$ cat src/sgne_pkg.sv
// Shared types and constants of the step gate note expander.
`timescale 1ns / 1ps

package sgne_pkg;

  localparam int unsigned PITCH_CLASSES = 12;
  localparam int unsigned NOTE_SPAN     = 128;
  localparam int unsigned MAX_LANES     = 16;
  localparam int unsigned LEVEL_BITS    = 7;
  localparam int unsigned NOTE_BITS     = 7;
  localparam int unsigned STEP_BITS     = MAX_LANES * LEVEL_BITS;
  localparam int unsigned DRUM_BITS     = MAX_LANES * NOTE_BITS;
  localparam int unsigned HALF_DRUMS    = DRUM_BITS / 2;
  localparam int unsigned CFG_IDX_BITS  = 4;
  localparam int unsigned DIVIDEND_BITS = 2 * LEVEL_BITS;
  localparam int unsigned DIV_CNT_BITS  = $clog2(DIVIDEND_BITS);
  localparam logic [NOTE_BITS-1:0] FULL_VELOCITY = 7'd127;

  typedef enum logic [CFG_IDX_BITS-1:0] {
    CFG_PC_MASK   = 4'd0,
    CFG_PLAY_MODE = 4'd1,
    CFG_OCTAVE    = 4'd2,
    CFG_TRANSPOSE = 4'd3,
    CFG_VEL_BITS  = 4'd4,
    CFG_LANES     = 4'd5,
    CFG_DRUMS_LO  = 4'd6,
    CFG_DRUMS_HI  = 4'd7
  } cfg_idx_e;

  typedef enum logic [2:0] {
    ST_IDLE,
    ST_MEL,
    ST_LANE,
    ST_DIV,
    ST_FIN
  } state_e;

  typedef struct packed {
    logic [PITCH_CLASSES-1:0] pc_mask;
    logic                     rhythmic;
    logic signed [4:0]        octave;
    logic signed [7:0]        transpose;
    logic [2:0]               vel_bits;
    logic [4:0]               lane_count;
    logic [DRUM_BITS-1:0]     drums;
  } cfg_t;

  typedef struct packed {
    logic                     start;
    logic [DIVIDEND_BITS-1:0] dividend;
    logic [LEVEL_BITS-1:0]    divisor;
  } div_req_t;

  typedef struct packed {
    logic                  busy;
    logic                  done;
    logic [NOTE_BITS-1:0]  quotient;
  } div_rsp_t;

endpackage

$ cat src/sgne_cfg_regs.sv
// Configuration register file of the step gate note expander.
`timescale 1ns / 1ps

module sgne_cfg_regs (
  input  logic                                clk_i,
  input  logic                                rst_ni,
  input  logic                                cfg_valid_i,
  output logic                                cfg_ready_o,
  input  logic [sgne_pkg::CFG_IDX_BITS-1:0]   cfg_index_i,
  input  logic [sgne_pkg::HALF_DRUMS-1:0]     cfg_data_i,
  output sgne_pkg::cfg_t                      cfg_o
);

  sgne_pkg::cfg_t cfg_q, cfg_d;

  assign cfg_ready_o = 1'b1;
  assign cfg_o       = cfg_q;

  always_comb begin
    cfg_d = cfg_q;
    if (cfg_valid_i) begin
      unique case (cfg_index_i)
        sgne_pkg::CFG_PC_MASK:   cfg_d.pc_mask    = cfg_data_i[sgne_pkg::PITCH_CLASSES-1:0];
        sgne_pkg::CFG_PLAY_MODE: cfg_d.rhythmic   = cfg_data_i[0];
        sgne_pkg::CFG_OCTAVE:    cfg_d.octave     = signed'(cfg_data_i[4:0]);
        sgne_pkg::CFG_TRANSPOSE: cfg_d.transpose  = signed'(cfg_data_i[7:0]);
        sgne_pkg::CFG_VEL_BITS:  cfg_d.vel_bits   = cfg_data_i[2:0];
        sgne_pkg::CFG_LANES:     cfg_d.lane_count = cfg_data_i[4:0];
        sgne_pkg::CFG_DRUMS_LO:
          cfg_d.drums[sgne_pkg::HALF_DRUMS-1:0] = cfg_data_i;
        sgne_pkg::CFG_DRUMS_HI:
          cfg_d.drums[sgne_pkg::DRUM_BITS-1:sgne_pkg::HALF_DRUMS] = cfg_data_i;
        default: ;
      endcase
    end
  end

  always_ff @(posedge clk_i or negedge rst_ni) begin
    if (!rst_ni) begin
      cfg_q.pc_mask    <= '1;
      cfg_q.rhythmic   <= 1'b0;
      cfg_q.octave     <= '0;
      cfg_q.transpose  <= '0;
      cfg_q.vel_bits   <= 3'd7;
      cfg_q.lane_count <= 5'd16;
      cfg_q.drums      <= '0;
    end else begin
      cfg_q <= cfg_d;
    end
  end

endmodule

$ cat src/sgne_div.sv
// Serial restoring divider that scales rhythmic lane levels to velocities.
`timescale 1ns / 1ps

module sgne_div (
  input  logic                clk_i,
  input  logic                rst_ni,
  input  sgne_pkg::div_req_t  req_i,
  output sgne_pkg::div_rsp_t  rsp_o
);

  logic                                  busy_q, done_q;
  logic [sgne_pkg::DIV_CNT_BITS-1:0]     cnt_q;
  logic [sgne_pkg::DIVIDEND_BITS-1:0]    dvd_q;
  logic [sgne_pkg::LEVEL_BITS-1:0]       dvs_q, rem_q;
  logic [sgne_pkg::LEVEL_BITS:0]         rem_shift;
  logic                                  qbit;
  logic [sgne_pkg::LEVEL_BITS:0]         rem_sub;

  // The dividend register shifts out its top bit each step and takes the
  // new quotient bit at the bottom, so it ends up holding the quotient.
  assign rem_shift = {rem_q, dvd_q[sgne_pkg::DIVIDEND_BITS-1]};
  assign qbit      = (rem_shift >= {1'b0, dvs_q});
  assign rem_sub   = rem_shift - {1'b0, dvs_q};

  always_ff @(posedge clk_i or negedge rst_ni) begin
    if (!rst_ni) begin
      busy_q <= 1'b0;
      done_q <= 1'b0;
      cnt_q  <= '0;
    end else if (req_i.start) begin
      busy_q <= 1'b1;
      done_q <= 1'b0;
      cnt_q  <= sgne_pkg::DIV_CNT_BITS'(sgne_pkg::DIVIDEND_BITS - 1);
    end else if (busy_q) begin
      cnt_q <= cnt_q - sgne_pkg::DIV_CNT_BITS'(1);
      if (cnt_q == '0) begin
        busy_q <= 1'b0;
        done_q <= 1'b1;
      end
    end
  end

  always_ff @(posedge clk_i) begin
    if (req_i.start) begin
      dvd_q <= req_i.dividend;
      dvs_q <= req_i.divisor;
      rem_q <= '0;
    end else if (busy_q) begin
      dvd_q <= {dvd_q[sgne_pkg::DIVIDEND_BITS-2:0], qbit};
      rem_q <= qbit ? rem_sub[sgne_pkg::LEVEL_BITS-1:0]
                    : rem_shift[sgne_pkg::LEVEL_BITS-1:0];
    end
  end

  assign rsp_o.busy     = busy_q;
  assign rsp_o.done     = done_q;
  assign rsp_o.quotient = dvd_q[sgne_pkg::NOTE_BITS-1:0];

endmodule

$ cat src/step_gate_note_expander_core.sv
// Top level of the step gate note expander: sequencer, scan counters and output stage.
`timescale 1ns / 1ps

// Usage:
// The input channel takes one step value (112 bits in two fields). The block
// then walks the step under a small sequencer and returns its note events on
// the output channel, one transfer per event, with last_of_step_o on the final
// one. A step with no events returns a single transfer with note_valid_o low.
// In melodic mode the sequencer checks one candidate note per cycle over all
// 128 notes, pausing while an event waits on a full output side. In rhythmic
// mode it visits the lanes in turn and runs the serial divider for each
// sounding lane to scale its level to a velocity. The input is not ready
// again until the last result of a step sits in the output register. When the
// receiver stalls, one event waits in the output register and one more in a
// hold stage; the scan pauses after that. Configuration writes go through a
// separate channel that is always ready and are meant for idle periods only.
// Reset returns the state, configuration and control registers to their
// defaults and empties both output stages.

module step_gate_note_expander_core (
  input  logic                                clk_i,
  input  logic                                rst_ni,
  input  logic                                in_valid_i,
  output logic                                in_ready_o,
  input  logic [63:0]                         step_bits_low_i,
  input  logic [47:0]                         step_bits_high_i,
  output logic                                out_valid_o,
  input  logic                                out_ready_i,
  output logic [6:0]                          note_number_o,
  output logic [6:0]                          note_velocity_o,
  output logic                                note_valid_o,
  output logic                                last_of_step_o,
  input  logic                                cfg_valid_i,
  output logic                                cfg_ready_o,
  input  logic [sgne_pkg::CFG_IDX_BITS-1:0]   cfg_index_i,
  input  logic [sgne_pkg::HALF_DRUMS-1:0]     cfg_data_i
);

  localparam int unsigned NB = sgne_pkg::NOTE_BITS;
  localparam int unsigned LB = sgne_pkg::LEVEL_BITS;

  sgne_pkg::cfg_t     cfg;
  sgne_pkg::div_req_t div_req;
  sgne_pkg::div_rsp_t div_st;
  sgne_pkg::state_e   state_q, state_d;

  sgne_cfg_regs u_cfg (
    .clk_i       (clk_i),
    .rst_ni      (rst_ni),
    .cfg_valid_i (cfg_valid_i),
    .cfg_ready_o (cfg_ready_o),
    .cfg_index_i (cfg_index_i),
    .cfg_data_i  (cfg_data_i),
    .cfg_o       (cfg)
  );

  sgne_div u_div (
    .clk_i  (clk_i),
    .rst_ni (rst_ni),
    .req_i  (div_req),
    .rsp_o  (div_st)
  );

  // Scan state.
  logic [NB-1:0]                    note_q;
  logic [3:0]                       pc_q;
  logic [NB:0]                      rank_q;
  logic [3:0]                       lane_q;
  logic [sgne_pkg::STEP_BITS-1:0]   shift_q;
  logic [31:0]                      mag_q;
  logic                             neg_q;
  logic signed [9:0]                base_q;
  logic [NB-1:0]                    cur_note_q;

  // Hold stage and output register.
  logic          pend_valid_q;
  logic [NB-1:0] pend_note_q, pend_vel_q;
  logic          out_valid_q;
  logic [NB-1:0] out_note_q, out_vel_q;
  logic          out_nv_q, out_last_q;

  // Control from the sequencer.
  logic          accept, adv_mel, adv_lane, ev_fire, fin_fire;
  logic [NB-1:0] ev_note, ev_vel;

  // Values derived from the step and configuration.
  logic [31:0]        raw;
  logic [3:0]         pc_count;
  logic signed [4:0]  k_s;
  logic signed [9:0]  base_d;
  logic signed [10:0] base_x, rank_x, bi;
  logic               bi_ok, mel_sel, mask_bit;
  logic signed [8:0]  mel_t, drum_t;
  logic [2:0]         width;
  logic [4:0]         lanes;
  logic [LB-1:0]      maxv, level;
  logic [NB-1:0]      drum_note;
  logic               last_lane, out_free, blocked;

  assign raw      = step_bits_low_i[31:0];
  assign pc_count = 4'($countones(cfg.pc_mask));
  assign k_s      = signed'({1'b0, pc_count});
  assign base_d   = 10'(cfg.octave) * 10'(k_s);

  assign mask_bit = cfg.pc_mask[pc_q];
  assign base_x   = 11'(base_q);
  assign rank_x   = signed'({3'b000, rank_q});
  assign bi       = neg_q ? (base_x - rank_x) : (rank_x - base_x);
  assign bi_ok    = !bi[10] && (bi[9:5] == '0);
  assign mel_sel  = mask_bit && bi_ok && mag_q[bi[4:0]];
  assign mel_t    = signed'({2'b00, note_q}) + 9'(cfg.transpose);

  assign width     = (cfg.vel_bits == '0) ? 3'd1 : cfg.vel_bits;
  assign lanes     = (cfg.lane_count == '0) ? 5'd1
                   : (cfg.lane_count > 5'(sgne_pkg::MAX_LANES)) ? 5'(sgne_pkg::MAX_LANES)
                   : cfg.lane_count;
  assign maxv      = {LB{1'b1}} >> (3'(LB) - width);
  assign level     = shift_q[LB-1:0] & maxv;
  assign drum_note = cfg.drums[lane_q*NB +: NB];
  assign drum_t    = signed'({2'b00, drum_note}) + 9'(cfg.transpose);
  assign last_lane = ({1'b0, lane_q} + 5'd1) == lanes;

  assign out_free = !out_valid_q || out_ready_i;
  assign blocked  = pend_valid_q && !out_free;

  always_comb begin
    state_d          = state_q;
    accept           = 1'b0;
    adv_mel          = 1'b0;
    adv_lane         = 1'b0;
    ev_fire          = 1'b0;
    fin_fire         = 1'b0;
    ev_note          = mel_t[NB-1:0];
    ev_vel           = sgne_pkg::FULL_VELOCITY;
    // Rounded scaling: (level * 127 + maxv / 2) / maxv.
    div_req.dividend = ({level, 7'b0} - {7'b0, level}) + {8'b0, maxv[LB-1:1]};
    div_req.divisor  = maxv;
    div_req.start    = 1'b0;
    in_ready_o       = 1'b0;
    unique case (state_q)
      sgne_pkg::ST_IDLE: begin
        in_ready_o = 1'b1;
        if (in_valid_i) begin
          accept  = 1'b1;
          state_d = cfg.rhythmic ? sgne_pkg::ST_LANE : sgne_pkg::ST_MEL;
        end
      end
      sgne_pkg::ST_MEL: begin
        if (!(mel_sel && !mel_t[8] && !mel_t[7] && blocked)) begin
          adv_mel = 1'b1;
          ev_fire = mel_sel && !mel_t[8] && !mel_t[7];
          if (note_q == NB'(sgne_pkg::NOTE_SPAN - 1)) begin
            state_d = sgne_pkg::ST_FIN;
          end
        end
      end
      sgne_pkg::ST_LANE: begin
        if ((level != '0) && !drum_t[8] && !drum_t[7]) begin
          div_req.start = 1'b1;
          state_d       = sgne_pkg::ST_DIV;
        end else begin
          adv_lane = 1'b1;
          if (last_lane) begin
            state_d = sgne_pkg::ST_FIN;
          end
        end
      end
      sgne_pkg::ST_DIV: begin
        ev_note = cur_note_q;
        ev_vel  = div_st.quotient;
        if (div_st.done && !blocked) begin
          ev_fire  = 1'b1;
          adv_lane = 1'b1;
          state_d  = last_lane ? sgne_pkg::ST_FIN : sgne_pkg::ST_LANE;
        end
      end
      sgne_pkg::ST_FIN: begin
        if (out_free) begin
          fin_fire = 1'b1;
          state_d  = sgne_pkg::ST_IDLE;
        end
      end
      default: state_d = sgne_pkg::ST_IDLE;
    endcase
  end

  always_ff @(posedge clk_i or negedge rst_ni) begin
    if (!rst_ni) begin
      state_q <= sgne_pkg::ST_IDLE;
    end else begin
      state_q <= state_d;
    end
  end

  // Control registers of the output side.
  always_ff @(posedge clk_i or negedge rst_ni) begin
    if (!rst_ni) begin
      pend_valid_q <= 1'b0;
      out_valid_q  <= 1'b0;
    end else begin
      if (ev_fire) begin
        pend_valid_q <= 1'b1;
      end else if (fin_fire || accept) begin
        pend_valid_q <= 1'b0;
      end
      if ((ev_fire && pend_valid_q) || fin_fire) begin
        out_valid_q <= 1'b1;
      end else if (out_ready_i) begin
        out_valid_q <= 1'b0;
      end
    end
  end

  // Payload: scan counters, step copy, hold stage and output fields.
  always_ff @(posedge clk_i) begin
    if (accept) begin
      note_q  <= '0;
      pc_q    <= '0;
      rank_q  <= '0;
      lane_q  <= '0;
      shift_q <= {step_bits_high_i, step_bits_low_i};
      neg_q   <= raw[31];
      mag_q   <= raw[31] ? (32'd0 - raw) : raw;
      base_q  <= base_d;
    end
    if (adv_mel) begin
      note_q <= note_q + NB'(1);
      pc_q   <= (pc_q == 4'(sgne_pkg::PITCH_CLASSES - 1)) ? 4'd0 : pc_q + 4'd1;
      rank_q <= rank_q + {{NB{1'b0}}, mask_bit};
    end
    if (adv_lane) begin
      lane_q  <= lane_q + 4'd1;
      shift_q <= shift_q >> width;
    end
    if (div_req.start) begin
      cur_note_q <= drum_t[NB-1:0];
    end
    if (ev_fire) begin
      pend_note_q <= ev_note;
      pend_vel_q  <= ev_vel;
    end
    if (ev_fire && pend_valid_q) begin
      out_note_q <= pend_note_q;
      out_vel_q  <= pend_vel_q;
      out_nv_q   <= 1'b1;
      out_last_q <= 1'b0;
    end else if (fin_fire) begin
      out_note_q <= pend_valid_q ? pend_note_q : '0;
      out_vel_q  <= pend_valid_q ? pend_vel_q : '0;
      out_nv_q   <= pend_valid_q;
      out_last_q <= 1'b1;
    end
  end

  assign out_valid_o     = out_valid_q;
  assign note_number_o   = out_note_q;
  assign note_velocity_o = out_vel_q;
  assign note_valid_o    = out_nv_q;
  assign last_of_step_o  = out_last_q;

  a_idle_no_pend: assert property (@(posedge clk_i) disable iff (!rst_ni)
    state_q == sgne_pkg::ST_IDLE |-> !pend_valid_q)
    else $error("pending event left over while idle");

  a_accept_busy: assert property (@(posedge clk_i) disable iff (!rst_ni)
    in_valid_i && in_ready_o |=> !in_ready_o)
    else $error("input ready right after a step transfer");

  a_empty_is_last: assert property (@(posedge clk_i) disable iff (!rst_ni)
    out_valid_o && !note_valid_o |->
      last_of_step_o && note_number_o == '0 && note_velocity_o == '0)
    else $error("empty-step result malformed");

  a_idle_div: assert property (@(posedge clk_i) disable iff (!rst_ni)
    state_q == sgne_pkg::ST_IDLE |-> !div_st.busy)
    else $error("divider busy while idle");

endmodule
$ cat config.mk
export PLATFORM = sky130hd
export DESIGN_NAME = step_gate_note_expander_core
export DESIGN_NICKNAME = d
export VERILOG_FILES = /design/src/sgne_pkg.sv /design/src/sgne_cfg_regs.sv /design/src/sgne_div.sv /design/src/step_gate_note_expander_core.sv
export SDC_FILE = /design/constraint.sdc
export NUM_CORES = 1
export LEC_CHECK = 0
export ABC_AREA = 1
export BUFFER_PORTS_ARGS = -buffer_cell sky130_fd_sc_hd__buf_4
export CORE_MARGIN = 3
export CORE_UTILIZATION = 55
export CTS_CLUSTER_SIZE = 10
export DETAILED_ROUTE_END_ITERATION = 10
export PLACE_DENSITY = 0.84
export SYNTH_ARGS = -nofsm -noshare
export SYNTH_HDL_FRONTEND = slang
export SYNTH_SLANG_ARGS = --single-unit
export TNS_END_PERCENT = 100
$ cat constraint.sdc
create_clock -name clk_i -period 7.11 [get_ports clk_i]
set_input_delay 1.422 -clock clk_i [delete_from_list [all_inputs] [get_ports clk_i]]
set_output_delay 1.422 -clock clk_i [all_outputs]
set_load 0.05 [all_outputs]
# After elaboration in Yosys (flattened, before gate mapping)

Index checks and enable logic that the tools add are counted.

Add/sub/neg operators: 26
Multiply operators: 2
Order comparisons: 4
Eq/ne operators: 20
Shifts and indexed selects: 3
Muxes and demuxes: 65
Bitwise gates (word level): 1
Reduce and logical (&&, ||, !) cells: 46

Operators with widths:

| kind                  | number |
|---|---|
| $mux 112              | 2 |
| $shiftx 112x8->7      | 1 |
| $shr 112x3->112       | 1 |
| $mux 7                | 10 |
| $sub 1x32->32 const A | 1 |
| $mux 31               | 1 |
| $mux 14               | 2 |
| $mux 3                | 9 |
| $mux 1                | 24 |
| $mux 4                | 6 |
| $add 8x8->9           | 2 |
| $reduce_and 2->1      | 9 |
| $eq 4x3->1 const B    | 4 |
| $mux 8                | 2 |
| $pmux 3 s5            | 1 |
| $add 14x6->14         | 1 |
| $reduce_bool 2->1     | 7 |
| $sub 14x7->14         | 1 |
| $add 1x1->2           | 6 |
| $logic_and 1x1->1     | 11 |
| $mux 11               | 1 |
| $sub 10x9->11         | 1 |
| $sub 9x10->11         | 1 |
| $logic_not 5->1       | 2 |
| 39 further kinds      | 61 |

Bits in registers: 400
Bits of input ports: 177

# Logic depth before layout (Yosys ltp)

Gate-level depths: netlist of run 1.

Depth in word-level cells: 14
Mapped depth: 25
Gate-level depth less buffers: 25

# Modules after synthesis

Synthesis of run 1 repeated with hierarchy kept, for this count alone.

Cell total of the unflattened synthesis: 3,518
Area, all modules: 26,571.7 um^2

By module, submodules not included:

| module                       | instances | cells each | area an instance (um^2) | sequential area each (um^2) |
|---|---|---|---|---|
| step_gate_note_expander_core | 1         | 2,584      | 18,446.4                | 6,561.3 |
| sgne_cfg_regs                | 1         | 713        | 6,249.7                 | 3,673.5 |
| sgne_div                     | 1         | 221        | 1,875.5                 | 920.9 |

# Worst setup path after synthesis of run 1

Ideal clock, no wire load.

Path kind: input-to-reg
From: input in_valid_i
To: register lane_q[0], enable pin
Arrival: 6.122 ns
Data required time: 6.633 ns
Setup slack: 0.511 ns
Stages on the path: 4
Path buffers: 0
Cell sequence: inv_1 > nor2_1 > inv_1 > nand2_1

Word-level cells in the longest chain between the ends: 3

RTL lines:

| element                     | RTL line                            | text |
|---|---|---|
| from (decl)                 | step_gate_note_expander_core.sv:23  | `input logic in_valid_i,` |
| $mux 1                      | step_gate_note_expander_core.sv:143 | `if (in_valid_i) begin` |
| $mux 1                      | step_gate_note_expander_core.sv:140 | `unique case (state_q)` |
| via accept                  | step_gate_note_expander_core.sv:83  | `logic accept, adv_mel, adv_lane, ev_fire, fin_fire;` |
| $reduce_bool 2->1 (no line) | -                                   |  |
| to (signal assigned)        | step_gate_note_expander_core.sv:232 | `lane_q <= lane_q + 4'd1;` |
| to (decl)                   | step_gate_note_expander_core.sv:68  | `logic [3:0] lane_q;` |

The timed path passes the listed nets, and every way through them passes these cells.
A chain may end at the register's enable or synchronous reset.

# Worst setup path after layout of run 1

From: register u_cfg.cfg_q (netlist bit u_cfg.cfg_o[134])
To: register base_q[9] (data pin)

Word-level cells in the longest chain between the ends: 5

RTL lines:

| element                           | RTL line                            | text |
|---|---|---|
| from (decl)                       | sgne_cfg_regs.sv:14                 | `sgne_pkg::cfg_t cfg_q, cfg_d;` |
| from (signal assigned)            | sgne_cfg_regs.sv:48                 | `cfg_q <= cfg_d;` |
| $add 1x1->2 (implied by the code) | step_gate_note_expander_core.sv:101 | `assign pc_count = 4'($countones(cfg.pc_mask));` |
| $add 2x2->3 (implied by the code) | step_gate_note_expander_core.sv:101 |  |
| $add 3x3->4 (implied by the code) | step_gate_note_expander_core.sv:101 |  |
| $add 4x3->4 (implied by the code) | step_gate_note_expander_core.sv:101 |  |
| $mul 5x5->10                      | step_gate_note_expander_core.sv:103 | `assign base_d = 10'(cfg.octave) * 10'(k_s);` |
| via base_d[9]                     | step_gate_note_expander_core.sv:90  | `logic signed [9:0] base_d;` |
| to (signal assigned)              | step_gate_note_expander_core.sv:224 | `base_q <= base_d;` |
| to (decl)                         | step_gate_note_expander_core.sv:72  | `logic signed [9:0] base_q;` |

The timed path passes the listed nets, and every way through them passes these cells.

==> flow_summary.ini, run 1 <==
[status]
status = finished clean

[clocking]
cts_tree = yes
cts.sinks = 400
cts_buffer_depth = 3
cts_setup_buffers = 0
cts.hold.buffers_added = 0
cts_buffers = 48
cts_max_level = 2
root_buffer = clkbuf_16
ctsResizeCount = 0
clock_latency_ns = 0.59
clk_pin_slew_ns = 0.05

[synth]
yosysWarningCount = 0
yosysMostFrequentCell = nand2_1
ys_types = 53
ys.flop_type = edfxtp_1
synthCells = 3320
yosysTopAreaCellShare_pct = 27.95
async_flop_share_pct = 39.25
synth_edf_count = 234
synthesis.area_um2 = 25140
ys_seq_area_share_pct = 44.37
ys_top_cells_by_count = 955 x nand2_1, 467 x o21ai_0, 374 x nor2_1, 369 x inv_1, 234 x edfxtp_1
synth_area_leader_cell = edfxtp_1
ys_ff_latch = 400
synth.avg_cell_area_um2 = 7.573
synth_area_leaders = edfxtp_1 28%, nand2_1 14%, dfrtp_1 14%

[critical_path]
cp-end-kind = flop
reg2regPathDepth = 25
r2r_end = base_q[9]
path_max_fanout = 5
r2r-start = u_cfg.cfg_o[134]
crit_required_ns = 7.43
arrival_ns = 6.73
r2r_setup_slack_ns = 0.70
path_class = flop to flop
cp-start-kind = flop
startpoint = u_cfg.cfg_o[134]

[cells_and_area]
final_design_area_no_fill_um2 = 28230
fill_cells = 3810
seqCellArea_um2 = 11160
nets = 3692
multi_input_area_um2 = 11830
fin_util_pct = 63.16
final_cells = 4051
drive_gt1_share_pct = 9.309
areaGrowthSynthToFinish_pct = 12.30
antennaDiodeCount = 0

[sta]
fin_crit_sh_pct = 90.21
worst_slack_ns = 0.6963
slew_violations = 0
setup_viol = 0
rsz0062_at_grt = no
slew_headroom_pct = 20.66
fin_crit_ns = 6.414
fmax_mhz = 155.9
holdWs_ns = 0.4790
fin_tns_setup_ns = 0
finalHoldViolCount = 0
skew_ns = 0.02323
worstMarginPinSlew_ns = 1.178

[die]
core_um2 = 44700
die_area_um2 = 48320
die_y_um = 219.8
row_count = 77
io_pins = 196
die_width_um = 219.8
initial_core_util_pct = 56.24

[detailed_routing]
ant_nets = 0
first_pass_iters = 6
drt_iter0_markers = 2192
totalWireLength_mm = 62.45
via_count = 21983
drc = 0
wl_per_cell_um = 15.42
vias_per_cell = 5.427

[worst_hold_path]
hp-class = flop to flop
whs_endpoint = u_cfg.cfg_o[92]
min_from = u_cfg.cfg_o[92]
min_path_cells = 2

[grt]
grt_pass1_vias = 20922
grt_max_degree = 113
grt_pass1_wl_mm = 101.8
grt_antenna_before_repair = 0
gr-total-overflow = 0
grt_util_all_layers_pct = 25.78

[placed_design]
pre_cts_slack_ns = 0.7023
placed_area_um2 = 26770
dpl.cell_count = 3962
dp_hpwl_mm = 42.53
port_buffers = 194
gp_congestion = 0.8820

[power_and_ir_drop]
fin_total_pwr_mw = 13.25
powerDensity_nw_per_um2 = 469.1
p_leak_nw = 13.50
irDropWorstVdd_v = 0.0002403

[flow_run]
cap_viol_max_count = 0
## final cells by class
cell class              instances  area share [%]
well taps                     592           2.623
repair buffers                214           5.703
clock inverters                 4          0.2260
multi-input cells            2378           41.91
inverters                     378           5.034
flip-flops and latches        400           39.54
clock buffers                  85           4.963
## power breakdown
group          switching [mW]  internal [mW]
combinational            4.35           2.31
sequential              0.572           3.70
clock                   0.972           1.34
total                    5.90           7.35
## kinds of logic after synthesis
family,share of synthesized area [%]
AOI/OAI and AO/OA,13.21
xor gates and xnor gates,2.613
adders and majority gates,5.444
buffers and inverters,8.689
DFF,44.37
muxes,0.2787
other,0.01491
and+or+nand+nor,25.38
## state kept, by name (all words and copies together) (netlist names), 3 cells and up
| register | cells |
|---|---|
| cur_note_q | 7 |
| note_velocity_o | 7 |
| pend_note_q | 7 |
| u_div.rem_q | 7 |
| u_div.dvs_q | 7 |
| u_cfg.cfg_o | 146 |
| u_div.dvd_q | 14 |
| note_number_o | 7 |
| lane_q | 4 |
| mag_q | 32 |
| u_div.cnt_q | 4 |
| state_q | 3 |
| shift_q | 112 |
| base_q | 10 |
| pc_q | 4 |
| pend_vel_q | 7 |
| rank_q | 8 |
| note_q | 7 |
## worst max path at each step
stage	slack [ns]	depth (start not counted)	endpoint
global route	0.33	25	base_q[9]
floorplan	0.51	4	lane_q[0]
detailed placement	0.70	25	base_q[9]
CTS	0.67	25	base_q[9]
global placement	0.83	25	base_q[9]
finish	0.70	25	base_q[9]
## worst max-delay path, stage by stage (launching register included)
cell and delay, ns:
dfstp_2 0.55, inv_1 0.06, fa_1 0.55, fa_1 0.43, fa_1 0.50, fa_1 0.41
inv_1 0.08, ha_1 0.14, inv_1 0.06, fa_1 0.37, xor2_1 0.33, nor2_1 0.08
ha_1 0.28, inv_1 0.05, fa_1 0.49, fa_1 0.52, inv_1 0.04, ha_1 0.34
a21oi_1 0.14, nand2_1 0.11, a21oi_1 0.14, o21bai_1 0.10, nand2_1 0.07, nand2_1 0.05
a21oi_1 0.15, xnor2_1 0.08
## metal layers
| layer | GRT usage, % | part of all wire (%) | up-vias |
|---|---|---|---|
| met5 | 0 | 0 | - |
| met4 | 9.487 | 3.2 | 0 |
| met3 | 4.482 | 7.6 | 144 |
| met2 | 41.83 | 47 | 865 |
| met1 | 34.94 | 42 | 10081 |
| li1 | - | - | 10893 |
## placed cells by master (no fill, tap or decap), drive strengths merged, types with 7 or more instances in the layout
cell type / instances
o22ai: 19
mux2i: 7
nand3: 91
dfxtp: 9
o21ai: 509
a31oi: 9
fa: 24
dfstp: 16
a21oi: 51
nand2: 958
inv: 377
o221ai: 12
buf: 214
clkbuf: 85
edfxtp: 234
dfrtp: 141
or2: 8
nor3: 18
and2: 96
xor2: 62
xnor2: 13
ha: 71
nor2: 379
o211ai: 15
nand4: 9
No activity file was read; power rests on OpenSTA's default activity.
==> inputs of run 2 (changes only) <==
--- a/config.mk
+++ b/config.mk
@@ -6,12 +6,13 @@
 export NUM_CORES = 1
 export LEC_CHECK = 0
 export ABC_AREA = 1
-export BUFFER_PORTS_ARGS = -buffer_cell sky130_fd_sc_hd__buf_4
+export CAP_MARGIN = 20
 export CORE_MARGIN = 3
 export CORE_UTILIZATION = 55
 export CTS_CLUSTER_SIZE = 10
 export DETAILED_ROUTE_END_ITERATION = 10
-export PLACE_DENSITY = 0.84
+export DONT_BUFFER_PORTS = 1
+export PLACE_DENSITY = 0.8
 export SYNTH_ARGS = -nofsm -noshare
 export SYNTH_HDL_FRONTEND = slang
 export SYNTH_SLANG_ARGS = --single-unit
==> run 2 against run 1 <==
Sequential power about the same. Combinational power down 2%. Clock power down 2%. Via count down 4.2%. Register-to-register slack worse by 0.14 ns. Total power down 1.3%. Sequential share of layout area up 2.2 points. Worst hold slack worse by 0.00095 ns. Cell count down 5.0%. Non-clock buffer count down 194. Die area unchanged. Utilization down 3.3 points. Critical path type unchanged.
==> flow_summary.ini, run 2 (synthesis results as in run 1) <==
[clocking]
cts_tree = yes
cts_setup_buffers = 0
cts_max_level = 2
ctsResizeCount = 0
cts_buffers = 48
root_buffer = clkbuf_16
clk_pin_slew_ns = 0.05
cts.sinks = 400
cts_buffer_depth = 3
clock_latency_ns = 0.61
cts.hold.buffers_added = 0

[cells_and_area]
layout_common_cells = 951 x nand2_1, 467 x o21ai_0, 373 x nor2_1
fill_cells = 4037
antennaDiodeCount = 0
nets = 3498
drive_gt1_share_pct = 3.931
final_common_cell = nand2_1
largest_reg_flops = 146
areaGrowthSynthToFinish_pct = 6.435

[detailed_routing]
totalWireLength_mm = 60.39
wl_per_cell_um = 15.69
drc = 0
ant_nets = 0
first_pass_iters = 6
vias_per_cell = 5.471
drt_iter0_markers = 2008
via_count = 21053

[grt]
grt_pass1_wl_mm = 97.72
grt_util_all_layers_pct = 24.95
gr-total-overflow = 0
grt_pass1_vias = 19547
grt_max_degree = 158
grt_antenna_before_repair = 0

[die]
initial_core_util_pct = 56.24
die_area_um2 = 48320
io_pins = 196
die_y_um = 219.8
row_count = 77
die_width_um = 219.8
core_um2 = 44700

[worst_hold_path]
hp-class = flop to flop
whs_endpoint = u_cfg.cfg_o[73]
min_path_cells = 2
min_from = u_cfg.cfg_o[73]

[sta]
worst_slack_ns = 0.5595
slew_headroom_pct = 26.86
fin_crit_sh_pct = 92.13
fmax_mhz = 152.7
finalHoldViolCount = 0
rsz0062_at_grt = no
slew_violations = 0
fin_crit_ns = 6.551
fin_tns_setup_ns = 0
worstMarginPinSlew_ns = 1.097
setup_viol = 0
skew_ns = 0.04431

[critical_path]
path_class = flop to flop
r2r_setup_slack_ns = 0.56
cp-end-kind = flop
crit_required_ns = 7.45
path_max_fanout = 5
r2r-start = u_cfg.cfg_o[134]
r2r_end = base_q[9]
reg2regPathDepth = 25
arrival_ns = 6.89
cp-start-kind = flop

[flow_run]
cap_viol_max_count = 0

[power_and_ir_drop]
p_leak_nw = 12.56
irDropWorstVdd_v = 0.0002658
powerDensity_nw_per_um2 = 488.6

[placed_design]
dp_hpwl_mm = 41.66
gp_congestion = 0.9144
pre_cts_slack_ns = 0.6669
port_buffers = 0

[status]
status = finished clean
-- run 2: cell types whose count changed in the layout (fill, tap and decap cells not counted), moves of 2 or more --
| cell | previous run | this run |
|---|---|---|
| buf_4 | 213 | 19 |
| clkbuf_1 | 32 | 20 |
| clkbuf_8 | 4 | 2 |
| clkinv_1 | 1 | 4 |
| clkinv_2 | 3 | 7 |
| inv_2 | 7 | 5 |
-- run 2: cell type report --
type                    count  area, um2  area share, %
multi-input cells        2378      11830          44.22
inverters                 378       1424          5.321
flip-flops and latches    400      11160          41.71
clock buffers              70       1304          4.872
clock inverters            10      125.1         0.4676
repair buffers             20      170.2         0.6359
well taps                 592      740.7          2.768
-- run 2: power breakdown --
part	leakage [nW]	internal (mW)	switching [mW]
Combinational	7.62	2.24	4.29
Clock	0.687	1.31	0.962
Sequential	4.26	3.70	0.580
Total	12.6	7.25	5.83
-- run 2: critical path, cell delays in order (launching register included) --
cell and delay, ns:
dfstp_2 0.54, inv_1 0.06, fa_1 0.57, fa_1 0.44
fa_1 0.51, fa_1 0.40, inv_1 0.06, ha_1 0.13
inv_1 0.06, fa_1 0.39, xor2_1 0.43, nor2_1 0.10
ha_1 0.31, inv_1 0.05, fa_1 0.49, fa_1 0.51
inv_1 0.04, ha_1 0.34, a21oi_1 0.14, nand2_1 0.09
a21oi_1 0.14, o21bai_1 0.11, nand2_1 0.07, nand2_1 0.05
a21oi_1 0.14, xnor2_1 0.09
-- run 2: per-stage QoR --
step / power (mW) / cells / instance area (um2) / hold WS [ns] / util [%]
5_1_grt: 14.33 / 3848 / 26760 / 0.4998 / 59.86
4_1_cts: 13.09 / 3847 / 26730 / 0.4825 / 59.80
3_5_place_dp: 10.76 / 3767 / 25300 / 0.4686 / 56.61
6_report: 13.08 / 3848 / 26760 / 0.4780 / 59.86
3_3_place_gp: 10.59 / 3767 / 25300 / 0.4613 / 56.61
2_1_floorplan: 9.323 / 3321 / 25150 / 0.4478 / -
-- run 2: how the worst max path moves through the flow --
stage / startpoint / cells past startpoint / slack [ns] / endpoint
final: u_cfg.cfg_o[134] / 25 / 0.56 / base_q[9]
after global routing: u_cfg.cfg_o[134] / 25 / 0.19 / base_q[9]
after CTS: u_cfg.cfg_o[134] / 25 / 0.56 / base_q[9]
after detailed placement: u_cfg.cfg_o[134] / 25 / 0.67 / base_q[9]
after global placement: u_cfg.cfg_o[134] / 25 / 0.80 / base_q[9]
after floorplan: in_valid_i / 4 / 0.51 / lane_q[0]
-- run 2: metal layers --
metal  wire (um)  GRT usage [%]  up-vias
met5           0              0        -
met4        1914          9.058        0
met3        4704          5.130      137
met2       27960          39.89      779
met1       25820          33.87     9647
li1            -              -    10490
